`config.mk`:
```
export PLATFORM = sky130hd
export DESIGN_NAME = sorted_priority_queue
export DESIGN_NICKNAME = d
export VERILOG_FILES = /design/src/rtl/core/spq_pkg.sv /design/src/rtl/core/sorted_priority_queue.sv /design/src/rtl/core/spq_mem.sv /design/src/rtl/core/spq_cmp.sv
export VERILOG_INCLUDE_DIRS = /design/src /design/src/rtl/core
export SDC_FILE = /design/constraint.sdc
export NUM_CORES = 2
export LEC_CHECK = 0
export BUFFER_PORTS_ARGS = -buffer_cell sky130_fd_sc_hd__buf_2
export CAP_MARGIN = 20
export CELL_PAD_IN_SITES_DETAIL_PLACEMENT = 0
export CELL_PAD_IN_SITES_GLOBAL_PLACEMENT = 1
export CORE_MARGIN = 1
export CORE_UTILIZATION = 45
export DETAILED_ROUTE_END_ITERATION = 10
export PLACE_DENSITY = 0.79
export SETUP_SLACK_MARGIN = 0.02
export SLEW_MARGIN = 20
export SYNTH_ARGS = -nofsm -noshare
export SYNTH_HDL_FRONTEND = slang
export SYNTH_SLANG_ARGS = --single-unit
```
`constraint.sdc`:
```
create_clock -name i_clk -period 6.4 [get_ports i_clk]
set_input_delay 0.96 -clock i_clk [delete_from_list [all_inputs] [get_ports i_clk]]
set_output_delay 0.96 -clock i_clk [all_outputs]
set_load 0.01 [all_outputs]
```
`src/rtl/core/sorted_priority_queue_assert.svh`:
```
// ----------------------------------------------------------------------------
// Sorted priority queue assertion macros
// Concurrent assertion helpers shared by the RTL of the sorted priority queue.
// ----------------------------------------------------------------------------
`ifndef SORTED_PRIORITY_QUEUE_ASSERT_SVH
`define SORTED_PRIORITY_QUEUE_ASSERT_SVH

`ifndef SYNTHESIS

// Consequent must hold in the same cycle as the antecedent.
`define SPQ_ASSERT_SAME(lbl, clk, rst_n, ante, cons) \
    lbl: assert property (@(posedge clk) disable iff (!rst_n) (ante) |-> (cons)) \
        else $error("sorted priority queue check failed");

// Consequent must hold in the cycle after the antecedent.
`define SPQ_ASSERT_NEXT(lbl, clk, rst_n, ante, cons) \
    lbl: assert property (@(posedge clk) disable iff (!rst_n) (ante) |=> (cons)) \
        else $error("sorted priority queue check failed");

`else

`define SPQ_ASSERT_SAME(lbl, clk, rst_n, ante, cons)
`define SPQ_ASSERT_NEXT(lbl, clk, rst_n, ante, cons)

`endif

`endif

```
`src/rtl/core/spq_pkg.sv`:
```
`default_nettype none
// ----------------------------------------------------------------------------
// Sorted priority queue package
// Shared widths, operation and status codes, and entry and compare types.
// ----------------------------------------------------------------------------
package spq_pkg;

    // Default capacity of the queue.
    localparam int QUEUE_DEPTH_DEF = 16;

    // Fixed word widths.
    localparam int DATA_W   = 32;
    localparam int FUNC_W   = 2;
    localparam int STATUS_W = 2;

    // Operation codes.
    localparam logic [FUNC_W-1:0] FUNC_INSERT = 2'd0;
    localparam logic [FUNC_W-1:0] FUNC_TAKE   = 2'd1;
    localparam logic [FUNC_W-1:0] FUNC_READ   = 2'd2;
    localparam logic [FUNC_W-1:0] FUNC_CLEAR  = 2'd3;

    // Status codes.
    localparam logic [STATUS_W-1:0] STATUS_OK    = 2'd0;
    localparam logic [STATUS_W-1:0] STATUS_EMPTY = 2'd1;
    localparam logic [STATUS_W-1:0] STATUS_FULL  = 2'd2;

    // One stored queue entry.
    typedef struct packed {
        logic signed [DATA_W-1:0] prio;
        logic signed [DATA_W-1:0] value;
    } t_entry;

    // Outcome of the priority compare unit.
    typedef struct packed {
        logic greater;
        logic equal;
        logic shift;
    } t_cmp_res;

endpackage
`default_nettype wire

```
`src/rtl/core/sorted_priority_queue.sv`:
```
`default_nettype none
// ----------------------------------------------------------------------------
// Sorted priority queue
// Bounded queue of value and priority pairs kept in ascending priority order.
// ----------------------------------------------------------------------------
// Usage: the input channel carries one request word (func, value, priority)
// with valid and stall; the output channel returns one result word (head
// value, status, count, empty, full) for every request. A request is taken
// only while the sequencer is idle, so o_in_stall is high while a request
// is in progress.
// Clear, rejected requests and an insert into an empty queue go straight to
// the done state; read and a take of the only entry pass through the head
// state first. An insert walks down from the tail one entry per cycle until
// it finds its slot, and a take walks the remaining entries up one per cycle
// toward the head; the entry memory, with one entry moved per cycle through
// its registered read port, sets the pace of both walks. From the done state
// the result word goes to the output register once that register is free,
// and only then does the sequencer return to idle for the next request.
// Reset empties the queue and drops any pending result. A stalled result
// stays in the output register; the next request may be accepted meanwhile,
// and its result waits until the output register is free.
// ----------------------------------------------------------------------------
`include "sorted_priority_queue_assert.svh"

module sorted_priority_queue #(
    parameter int QUEUE_DEPTH = spq_pkg::QUEUE_DEPTH_DEF,
    parameter int AW          = $clog2(QUEUE_DEPTH),
    parameter int CW          = $clog2(QUEUE_DEPTH + 1)
) (
    input  wire logic                                i_clk,
    input  wire logic                                i_rst_n,
    input  wire logic                                i_in_valid,
    output logic                                     o_in_stall,
    input  wire logic [spq_pkg::FUNC_W-1:0]          i_func,
    input  wire logic signed [spq_pkg::DATA_W-1:0]   i_value,
    input  wire logic signed [spq_pkg::DATA_W-1:0]   i_priority_req,
    output logic                                     o_out_valid,
    input  wire logic                                i_out_stall,
    output logic signed [spq_pkg::DATA_W-1:0]        o_head_value,
    output logic [spq_pkg::STATUS_W-1:0]             o_status,
    output logic [CW-1:0]                            o_count,
    output logic                                     o_is_empty,
    output logic                                     o_is_full
);

    typedef enum logic [2:0] {
        S_IDLE,
        S_HEAD,
        S_SHIFT_DN,
        S_INS,
        S_INS_HEAD,
        S_DONE
    } t_state;

    localparam logic [CW-1:0] DEPTH_C = CW'(QUEUE_DEPTH);

    t_state                             r_state, n_state;
    logic [CW-1:0]                      r_count, n_count;
    logic [AW-1:0]                      r_idx, n_idx;
    logic [spq_pkg::FUNC_W-1:0]         r_func, n_func;
    spq_pkg::t_entry                    r_new, n_new;
    logic signed [spq_pkg::DATA_W-1:0]  r_head, n_head;
    logic [spq_pkg::STATUS_W-1:0]       r_status, n_status;
    logic                               r_out_valid, n_out_valid;
    logic signed [spq_pkg::DATA_W-1:0]  r_out_head;
    logic [spq_pkg::STATUS_W-1:0]       r_out_status;
    logic [CW-1:0]                      r_out_count;
    logic                               r_out_empty, r_out_full;

    logic                mem_we, mem_re;
    logic [AW-1:0]       mem_waddr, mem_raddr;
    spq_pkg::t_entry     mem_wdata, mem_rdata;
    spq_pkg::t_cmp_res   cmp_res;
    logic                out_free;
    logic                load_out;
    logic [AW:0]         idx_up;
    logic [AW-1:0]       idx_dn;
    logic [CW-1:0]       tail_idx;

    // Entry memory.
    spq_mem #(
        .DEPTH (QUEUE_DEPTH),
        .AW    (AW)
    ) u_mem (
        .i_clk   (i_clk),
        .i_we    (mem_we),
        .i_waddr (mem_waddr),
        .i_wdata (mem_wdata),
        .i_re    (mem_re),
        .i_raddr (mem_raddr),
        .o_rdata (mem_rdata)
    );

    // Shared priority compare, used once per step of the insert walk.
    spq_cmp u_cmp (
        .i_entry_prio (mem_rdata.prio),
        .i_req_prio   (r_new.prio),
        .i_at_head    (r_idx == '0),
        .o_res        (cmp_res)
    );

    // Index arithmetic for the walks.
    assign idx_up   = {1'b0, r_idx} + 1'b1;
    assign idx_dn   = r_idx - 1'b1;
    assign tail_idx = r_count - 1'b1;
    assign out_free = !r_out_valid || !i_out_stall;
    assign load_out = (r_state == S_DONE) && out_free;

    // Sequencer next state and memory control.
    always_comb begin
        n_state     = r_state;
        n_count     = r_count;
        n_idx       = r_idx;
        n_func      = r_func;
        n_new       = r_new;
        n_head      = r_head;
        n_status    = r_status;
        n_out_valid = r_out_valid && i_out_stall;
        mem_we      = 1'b0;
        mem_waddr   = '0;
        mem_wdata   = r_new;
        mem_re      = 1'b0;
        mem_raddr   = '0;

        case (r_state)
            S_IDLE: begin
                if (i_in_valid) begin
                    n_func     = i_func;
                    n_new.prio  = i_priority_req;
                    n_new.value = i_value;
                    n_head     = '0;
                    n_status   = spq_pkg::STATUS_OK;
                    n_state    = S_DONE;
                    case (i_func)
                        spq_pkg::FUNC_INSERT: begin
                            if (r_count == DEPTH_C) begin
                                n_status = spq_pkg::STATUS_FULL;
                            end else if (r_count == '0) begin
                                mem_we          = 1'b1;
                                mem_wdata.prio  = i_priority_req;
                                mem_wdata.value = i_value;
                                n_count         = r_count + 1'b1;
                            end else begin
                                mem_re    = 1'b1;
                                mem_raddr = tail_idx[AW-1:0];
                                n_idx     = tail_idx[AW-1:0];
                                n_state   = S_INS;
                            end
                        end
                        spq_pkg::FUNC_TAKE,
                        spq_pkg::FUNC_READ: begin
                            if (r_count == '0) begin
                                n_status = spq_pkg::STATUS_EMPTY;
                            end else begin
                                mem_re  = 1'b1;
                                n_state = S_HEAD;
                            end
                        end
                        spq_pkg::FUNC_CLEAR: begin
                            n_count = '0;
                        end
                        default: begin
                            n_state = S_DONE;
                        end
                    endcase
                end
            end

            // Head word has arrived from the memory.
            S_HEAD: begin
                n_head  = mem_rdata.value;
                n_state = S_DONE;
                if (r_func == spq_pkg::FUNC_TAKE) begin
                    if (r_count > CW'(1)) begin
                        mem_re    = 1'b1;
                        mem_raddr = AW'(1);
                        n_idx     = AW'(1);
                        n_state   = S_SHIFT_DN;
                    end else begin
                        n_count = r_count - 1'b1;
                    end
                end
            end

            // Move each remaining entry one place toward the head.
            S_SHIFT_DN: begin
                mem_we    = 1'b1;
                mem_waddr = idx_dn;
                mem_wdata = mem_rdata;
                if (CW'(idx_up) < r_count) begin
                    mem_re    = 1'b1;
                    mem_raddr = idx_up[AW-1:0];
                    n_idx     = idx_up[AW-1:0];
                end else begin
                    n_count = r_count - 1'b1;
                    n_state = S_DONE;
                end
            end

            // Walk from the tail, moving entries up until the slot is found.
            S_INS: begin
                mem_we    = 1'b1;
                mem_waddr = idx_up[AW-1:0];
                if (cmp_res.shift) begin
                    mem_wdata = mem_rdata;
                    if (r_idx == '0) begin
                        n_state = S_INS_HEAD;
                    end else begin
                        mem_re    = 1'b1;
                        mem_raddr = idx_dn;
                        n_idx     = idx_dn;
                    end
                end else begin
                    n_count = r_count + 1'b1;
                    n_state = S_DONE;
                end
            end

            // Every entry moved up: the new one becomes the head.
            S_INS_HEAD: begin
                mem_we  = 1'b1;
                n_count = r_count + 1'b1;
                n_state = S_DONE;
            end

            // Hand the result word to the output register.
            S_DONE: begin
                if (out_free) begin
                    n_out_valid = 1'b1;
                    n_state     = S_IDLE;
                end
            end

            default: begin
                n_state = S_IDLE;
            end
        endcase
    end

    // State, working registers and the output register.
    always_ff @(posedge i_clk) begin
        if (!i_rst_n) begin
            r_state     <= S_IDLE;
            r_count     <= '0;
            r_out_valid <= 1'b0;
        end else begin
            r_state     <= n_state;
            r_count     <= n_count;
            r_out_valid <= n_out_valid;
            r_idx       <= n_idx;
            r_func      <= n_func;
            r_new       <= n_new;
            r_head      <= n_head;
            r_status    <= n_status;
            if (load_out) begin
                r_out_head   <= r_head;
                r_out_status <= r_status;
                r_out_count  <= r_count;
                r_out_empty  <= (r_count == '0);
                r_out_full   <= (r_count == DEPTH_C);
            end
        end
    end

    assign o_in_stall   = (r_state != S_IDLE);
    assign o_out_valid  = r_out_valid;
    assign o_head_value = r_out_head;
    assign o_status     = r_out_status;
    assign o_count      = r_out_count;
    assign o_is_empty   = r_out_empty;
    assign o_is_full    = r_out_full;

    // Occupancy never exceeds the capacity.
    `SPQ_ASSERT_SAME(a_count_range, i_clk, i_rst_n, 1'b1, r_count <= DEPTH_C)

    // The insert walk stays inside the occupied entries.
    `SPQ_ASSERT_SAME(a_ins_idx, i_clk, i_rst_n, r_state == S_INS, CW'(r_idx) < r_count)

    // A rejected insert is reported only when the queue is really full.
    `SPQ_ASSERT_SAME(a_full_status, i_clk, i_rst_n,
        r_state == S_DONE && r_status == spq_pkg::STATUS_FULL, r_count == DEPTH_C)

    // A finished request is presented on the output in the next cycle.
    `SPQ_ASSERT_NEXT(a_result_shown, i_clk, i_rst_n, load_out,
        o_out_valid && o_count == $past(r_count))

endmodule
`default_nettype wire

```
`src/rtl/core/spq_mem.sv`:
```
`default_nettype none
// ----------------------------------------------------------------------------
// Sorted priority queue entry memory
// One write port and one read port with registered read data.
// ----------------------------------------------------------------------------
module spq_mem #(
    parameter int DEPTH = spq_pkg::QUEUE_DEPTH_DEF,
    parameter int AW    = $clog2(DEPTH)
) (
    input  wire logic            i_clk,
    input  wire logic            i_we,
    input  wire logic [AW-1:0]   i_waddr,
    input  wire spq_pkg::t_entry i_wdata,
    input  wire logic            i_re,
    input  wire logic [AW-1:0]   i_raddr,
    output spq_pkg::t_entry      o_rdata
);

    spq_pkg::t_entry r_mem [DEPTH];
    spq_pkg::t_entry r_rdata;

    // Write port.
    always_ff @(posedge i_clk) begin
        if (i_we) begin
            r_mem[i_waddr] <= i_wdata;
        end
    end

    // Registered read port.
    always_ff @(posedge i_clk) begin
        if (i_re) begin
            r_rdata <= r_mem[i_raddr];
        end
    end

    assign o_rdata = r_rdata;

endmodule
`default_nettype wire

```
`src/rtl/core/spq_cmp.sv`:
```
`default_nettype none
// ----------------------------------------------------------------------------
// Sorted priority queue compare unit
// Signed priority compare that decides whether a stored entry moves up.
// ----------------------------------------------------------------------------
module spq_cmp (
    input  wire logic signed [spq_pkg::DATA_W-1:0] i_entry_prio,
    input  wire logic signed [spq_pkg::DATA_W-1:0] i_req_prio,
    input  wire logic                              i_at_head,
    output spq_pkg::t_cmp_res                      o_res
);

    // An entry of greater priority always makes room; an equal one does so
    // unless it is the head, which a new entry of equal priority never displaces.
    always_comb begin
        o_res.greater = (i_entry_prio > i_req_prio);
        o_res.equal   = (i_entry_prio == i_req_prio);
        o_res.shift   = o_res.greater || (o_res.equal && !i_at_head);
    end

endmodule
`default_nettype wire

```
# After elaboration in Yosys (flattened, before gate mapping)
# Memories as Yosys holds them, arrays and structs flattened. A register that Yosys moved wholly into a read port is not among the register bits.
# Cells that the tools add are included.
# Widths: inputs -> output; s select.
dict set report word_totals {
  mem_count 1
  in_bits 70
  reg_bits 154
  output_inout_bits 43
  mem_bits_rw 1024
}
# memory words width rd rd_ports_with_merged_regs wr line
set mem_list {}
lappend mem_list {u_mem.r_mem 16 64 1 1 1 spq_mem.sv:19} ;# spq_pkg::t_entry r_mem [DEPTH];
dict set report classes {
  mux 72
  n_lt_le_gt_ge 3
  reduce_logical 24
  eq_ne 28
  addsub 4
}
# op n
set ops {}
lappend ops {{$mux 64} 5}
lappend ops {{$pmux 64 s3} 1}
lappend ops {{$mux 4} 16}
lappend ops {{$pmux 32 s2} 1}
lappend ops {{$mux 5} 7}
lappend ops {{$eq 32x32->1} 1}
lappend ops {{$gt 32x32->1} 1}
lappend ops {{$mux 32} 1}
lappend ops {{$pmux 4 s4} 2}
lappend ops {{$mux 3} 10}
lappend ops {{$pmux 5 s5} 1}
lappend ops {{$ne 2x2->1 const B} 12}
lappend ops {{$mux 1} 19}
lappend ops {{$pmux 3 s6} 1}
lappend ops {{$reduce_and 11->1} 1}
lappend ops {{$pmux 5 s2} 1}
lappend ops {{$reduce_and 9->1} 1}
lappend ops {{$pmux 4 s2} 1}
lappend ops {{$eq 3x2->1 const B} 2}
lappend ops {{$eq 3x3->1 const B} 2}
lappend ops {{$ne 3x3->1 const B} 2}
lappend ops {{$pmux 3 s2} 1}
lappend ops {{$reduce_and 3->1} 2}
lappend ops {{$add 4x1->5 const B} 1}
lappend ops {{other kinds (31)} 39}

# Logic depth before layout (Yosys ltp)
dict set report depth {
  ltp_word 8
  ltp_mapped 20
}

# Modules after synthesis
# From an unflattened synthesis, not the netlist that was laid out.
dict set report unflattened {
  cells_unflattened 2313
  area_unflattened_um2 48287.6
}
# module seq_area_each_um2 cells_per_inst area_per_inst_um2 n_inst
set modules_own_cells {}
lappend modules_own_cells {spq_mem 32671.3 1647 40222.3 1}
lappend modules_own_cells {sorted_priority_queue 4534.3 545 7190.6 1}
lappend modules_own_cells {spq_cmp 0.0 121 874.6 1}

# Worst setup path before layout
# No wires, ideal clock.
dict set report synth_timing {
  kind {register -> register}
  start {reg r_count[0]}
  end {mem u_mem.r_mem[12][0] in the netlist's numbering (enable)}
  path_buffers 2
  period_less_slack_ns 4.872
  t_required_ns 5.914
  path_stages_with_launch 10
  slack_ns 1.528
  setup_ns 0.486
  t_arrival_ns 4.386
  path_cell_list {dfxtp_1 buf_2 inv_1 ha_1 or3b_1 buf_2 nor2_1 a31oi_1 o32a_1 nor2_1}
}
dict set report synth_via {
  elab_chain_len 8
}
# element line
set synth_lines {}
lappend synth_lines {{start, declared} sorted_priority_queue.sv:58} ;# logic [CW-1:0] r_count, n_count;
lappend synth_lines {{start signal, assigned} sorted_priority_queue.sv:248} ;# r_count <= n_count;
lappend synth_lines {{$logic_not 5->1} sorted_priority_queue.sv:138} ;# end else if (r_count == '0) begin
lappend synth_lines {{$mux 1} sorted_priority_queue.sv:138}
lappend synth_lines {{$mux 1 *} sorted_priority_queue.sv:136} ;# if (r_count == DEPTH_C) begin
lappend synth_lines {{$mux 1 *} sorted_priority_queue.sv:134} ;# case (i_func)
lappend synth_lines {{$mux 1 *} sorted_priority_queue.sv:127} ;# if (i_in_valid) begin
lappend synth_lines {{$pmux 1 s2 *} sorted_priority_queue.sv:125} ;# case (r_state)
lappend synth_lines {{$mux 1 *} spq_mem.sv:24} ;# if (i_we) begin
lappend synth_lines {{$mux 1 (not written as such) *} spq_mem.sv:25} ;# r_mem[i_waddr] <= i_wdata;
lappend synth_lines {{end, declared} spq_mem.sv:19}
# Every way passes the cells marked *; elsewhere a longest branch is shown, timed or not.

# Final worst setup path
dict set report layout_timing {
  start {reg r_idx[0]}
  end {reg u_mem.o_rdata[59] (netlist name)}
}
dict set report layout_via {
  elab_chain_len 6
}
# element line
set layout_lines {}
lappend layout_lines {{start, declared} sorted_priority_queue.sv:59} ;# logic [AW-1:0] r_idx, n_idx;
lappend layout_lines {{start signal, assigned} sorted_priority_queue.sv:250} ;# r_idx <= n_idx;
lappend layout_lines {{parallel branches: the longest is 6 deep, another holds $add 4x1->5} n/a}
# Several ways; the timed one is not identified.
# A chain may end at the register's enable or synchronous reset.

==> results.sh <==
export IMPL_clock_edge_transition_at_the_registers_on_the_reported_setup_and_hold_paths_ns=0.06
export IMPL_route_antenna_remaining_nets=0
export IMPL_yosysTopAreaCellShare_pct=75.1
export IMPL_cp_max_fo=99
export IMPL_synth_cells=3479
export IMPL_timing_critical_path_to_type="flop"
export IMPL_hold_viol_final=0
export IMPL_power_density_mw_per_mm2=454
export IMPL_die_x_um=333
export IMPL_place_worst_setup_slack_ns=1.08
export IMPL_critPathRequiredTime_ns=6.85
export IMPL_pin_count_of_the_biggest_net_entering_global_routing=120
export IMPL_overall_power_after_layout_w=0.0252
export IMPL_gr_total_overflow=0
export IMPL_worst_hold_startpoint="r_head[14]$_SDFFCE_PN0P_"
export IMPL_antenna_violations_before_repair=4
export IMPL_worst_hold_path_type="flop to flop"
export IMPL_placement_cell_area_mm2=0.0517
export IMPL_dominantRegCellSynth="edfxtp_1"
export IMPL_post_synth_num_cell_types=65
export IMPL_worst_hold_path_endpoint="o_head_value[14]$_DFFE_PP_"
export IMPL_synth_edf_count=1233
export IMPL_share_clk_of_total_power_pct=27.8
export IMPL_r2r_start="r_idx[0]$_DFFE_PP_"
export IMPL_reg2reg_depth=15
export IMPL_detailedRoute_firstPassIterationCount=8
export IMPL_crit_arrival_ns=5.76
export IMPL_worst_hold_path_num_cells=0
export IMPL_setup_tns_ns=0
export IMPL_postLayoutCoreUtil_pct=51.2
export IMPL_final_area_mm2=0.0556
export IMPL_final_critical_path_setup_slack_ns=1.08
export IMPL_ctsHoldBuffers=0
export IMPL_maxSlewHeadroom_pct=20.7
export IMPL_boundaryPins=113
export IMPL_path_class="flop to flop"
export IMPL_postSynthNetCount=3594
export IMPL_postRouteWirelength_um=133000
export IMPL_place_hpwl_um=69400
export IMPL_cts_htree_levels=3
export IMPL_power_internal_w=0.0170
export IMPL_seq_power_share_pct=46.0
export IMPL_netSwitchingPower_w=0.00820
export IMPL_cts_resized=0
export IMPL_dr_vias_cell=5.95
export IMPL_place_congestion=0.876
export IMPL_synth_top_cells_by_area="edfxtp_1 75%, nand2_1 5.7%, a21oi_1 2.3%"
export IMPL_number_of_warning_messages_in_the_yosys_log=0
export IMPL_grt_pass1_wl_um=192000
export IMPL_netSwitchingFraction_pct=32.5
export IMPL_r2r_slack_ns=1.08
export IMPL_route_detailed_drc=0
export IMPL_post_cts_setup_buffer_count=0
export IMPL_num_rows=121
export IMPL_synth_seq_area_share_pct=75.5
export IMPL_initial_util_pct=45.4
export IMPL_syn_mean_instance_area_um2=14.2
export IMPL_max_cap_violations=0
export IMPL_ctsRootBufferMaster="clkbuf_16"
export IMPL_final_setup_viol_count=0
export IMPL_synth_top_cell_by_area="edfxtp_1"
export IMPL_tritoncts_buffers=120
export IMPL_worstSkewPairLatency_ns=0.72
export IMPL_timing_final_crit_period_ns=5.32
export IMPL_timing_fmax_mhz=188
export IMPL_worst_clock_skew_ns=0.0290
export IMPL_status="completed"
export IMPL_vias=30300
export IMPL_floorplan_core_area_mm2=0.109
export IMPL_timing_rr_end="u_mem.o_rdata[59]$_DFFE_PP_"
export IMPL_finalNetCount=3691
export IMPL_postSynthRegisterBits=1242
export IMPL_ys_async_sr_fraction_pct=0
export IMPL_relative_area_change_from_synthesis_to_final_layout_pct=12.8
export IMPL_setup_repair_after_global_routing_missed_its_margin="no"
export IMPL_detailedRoute_firstIterationViolations=4070
export IMPL_clock_tree_buffer_depth=3
export IMPL_worst_setup_path_start_kind="flop"
export IMPL_globalRouteTotalUtil_pct=23.5
export IMPL_clock_sinks=1242
export IMPL_numPortBuffers=112
export IMPL_report_final_slew_viol_count=0
export IMPL_power_combinational_fraction_pct=26.2
export IMPL_tritoncts="done"
export IMPL_avgRoutedWirePerCell_um=26.0
export IMPL_timing_worst_slew_pin_value_ns=1.19
export IMPL_max_vdd_ir_drop_uv=351
export IMPL_timing_final_crit_share_pct=83.1
export IMPL_chipHeight_um=333
export IMPL_drive_above_1_share_pct=11.1
export IMPL_mappedNetlistArea_mm2=0.0493
export IMPL_area_of_the_die_mm2=0.111
export IMPL_grt_pass1_vias=28700
export IMPL_p_leak_nw=19.6
## area by class of cell
class                   instances  area (µm²)
fillers                      8941       53100
well taps                    1414        1770
repair buffers                185        1360
multi-input cells            1913       10900
clock buffers                 140        3140
inverters                     114         428
diodes                          3        7.51
flip-flops and latches       1242       37200
clock inverters                79         762
## stage by stage
step | hold slack [ns] | std cells
floorplan | 0.400 | 3479
global placement | 0.401 | 4864
detailed placement | 0.405 | 4867
CTS | 0.410 | 5086
global route | 0.427 | 5087
finish | 0.419 | 5090
## worst max-delay path, cell delays in order, from the launching register on
cell and delay, ns:
edfxtp_1 0.51, inv_1 0.19, ha_1 0.48, ha_1 0.28, a21boi_1 0.13, o31ai_1 0.25
and3_1 0.56, o21ai_0 0.35, nand2b_1 0.25, nand3_4 0.41, buf_12 0.41, buf_4 0.32
nand2_1 0.10, a32oi_1 0.09, and3_1 0.22, or4_1 0.38
## power groups by stage
| stage | Combinational, W | Clock, W | Sequential [W] |
|---|---|---|---|
| 3_3_place_gp | 0.00644 | 0 | 0.0117 |
| 3_5_place_dp | 0.00655 | 0 | 0.0118 |
| 4_1_cts | 0.00657 | 0.00707 | 0.0116 |
| 6_report | 0.00662 | 0.00701 | 0.0116 |
| 2_1_floorplan | 0.00430 | 0 | 0.0116 |
| 5_1_grt | 0.00717 | 0.00737 | 0.0117 |
## sequential cells by signal, indices dropped and copies added, names as in the netlist
name           flops
o_head_value      32
o_is_full          1
o_out_valid        1
r_new             64
r_head            32
r_func             2
o_is_empty         1
r_state            3
u_mem.o_rdata     64
r_count            5
r_status           2
o_count            5
r_idx              4
o_status           2
u_mem.r_mem     1024
## synthesized netlist by cell type, types with 5 or more instances
cell type and instances:
a211oi_1 26, a21boi_0 5, a21oi_1 228, a21oi_2 9
a222oi_1 64, a22o_1 23, a22oi_1 26, a31oi_1 35
a32oi_1 20, and2_1 37, and3_1 24, buf_1 15
buf_2 63, buf_4 14, buf_6 9, clkbuf_1 109
dfxtp_1 9, edfxtp_1 1233, ha_1 45, inv_1 114
mux2i_1 113, nand2_1 752, nand2b_1 7, nand3_1 199
nand4_1 73, nor2_1 40, nor2b_1 5, nor3_1 8
o21ai_0 18, o21ai_1 47, o22ai_1 25, or4_1 20
xnor2_1 8
## cells in the final DEF, fill, tap and decap left out, drive strengths merged, types with 3 or more instances in the layout
cell type | Yosys | layout
o21ai | 65 | 65
diode | 0 | 3
a22oi | 26 | 26
xor2 | 3 | 3
inv | 114 | 114
a21boi | 7 | 7
nor3 | 8 | 8
a21oi | 237 | 237
nor2b | 5 | 5
a32oi | 20 | 20
clkinvlp | 0 | 8
a21o | 3 | 3
buf | 101 | 185
nor4b | 4 | 4
o21a | 3 | 3
and3 | 24 | 24
bufinv | 0 | 13
nor2 | 40 | 40
clkinv | 0 | 58
nand3 | 200 | 200
o22ai | 25 | 25
a222oi | 64 | 64
a31oi | 35 | 35
or3 | 4 | 4
o211a | 3 | 3
xnor2 | 8 | 8
clkbuf | 109 | 140
a22o | 23 | 23
and2 | 37 | 37
edfxtp | 1233 | 1233
ha | 45 | 45
dfxtp | 9 | 9
nand4 | 73 | 73
mux2i | 113 | 113
nand2 | 752 | 752
nand2b | 7 | 7
a211oi | 27 | 27
or4 | 20 | 20
## routing by layer
| layer | wire [µm] | track usage [%] | vias up | part of all wire [%] |
|---|---|---|---|---|
| li1 | - | - | 13300 | - |
| met1 | 54300 | 33.2 | 15200 | 41 |
| met4 | 3490 | 7.00 | 2 | 2.6 |
| met3 | 14400 | 5.48 | 229 | 11 |
| met5 | 13 | 0 | - | 0.0098 |
| met2 | 60400 | 36.3 | 1587 | 46 |
## worst max path at each step
| stage | from | endpoint | cells past startpoint |
|---|---|---|---|
| after global routing | r_idx[0]$_DFFE_PP_ | u_mem.o_rdata[47]$_DFFE_PP_ | 15 |
| final | r_idx[0]$_DFFE_PP_ | u_mem.o_rdata[59]$_DFFE_PP_ | 15 |
| after CTS | r_idx[0]$_DFFE_PP_ | u_mem.o_rdata[63]$_DFFE_PP_ | 14 |
| after floorplan | r_count[0]$_SDFFE_PN0P_ | u_mem.r_mem[12][0]$_DFFE_PP_ | 9 |
| after global placement | i_in_valid | u_mem.o_rdata[63]$_DFFE_PP_ | 12 |
| after detailed placement | r_idx[0]$_DFFE_PP_ | u_mem.o_rdata[63]$_DFFE_PP_ | 14 |
## cell families (layout without fill, tap and decap cells)
family | count (synthesis) | in the layout | share of synthesized area [%]
AO/OA/AOI/OAI | 561 | 561 | 7.46
XOR/XNOR | 11 | 11 | 0.195
adder cells (fa/ha/maj) | 45 | 45 | 1.14
buffers and inverters | 324 | 518 | 2.87
flip-flops | 1242 | 1242 | 75.5
multiplexers | 114 | 114 | 2.32
other | 0 | 3 | 0
AND/OR/NAND/NOR | 1182 | 1182 | 10.6
(Power assumes the default switching activity.)
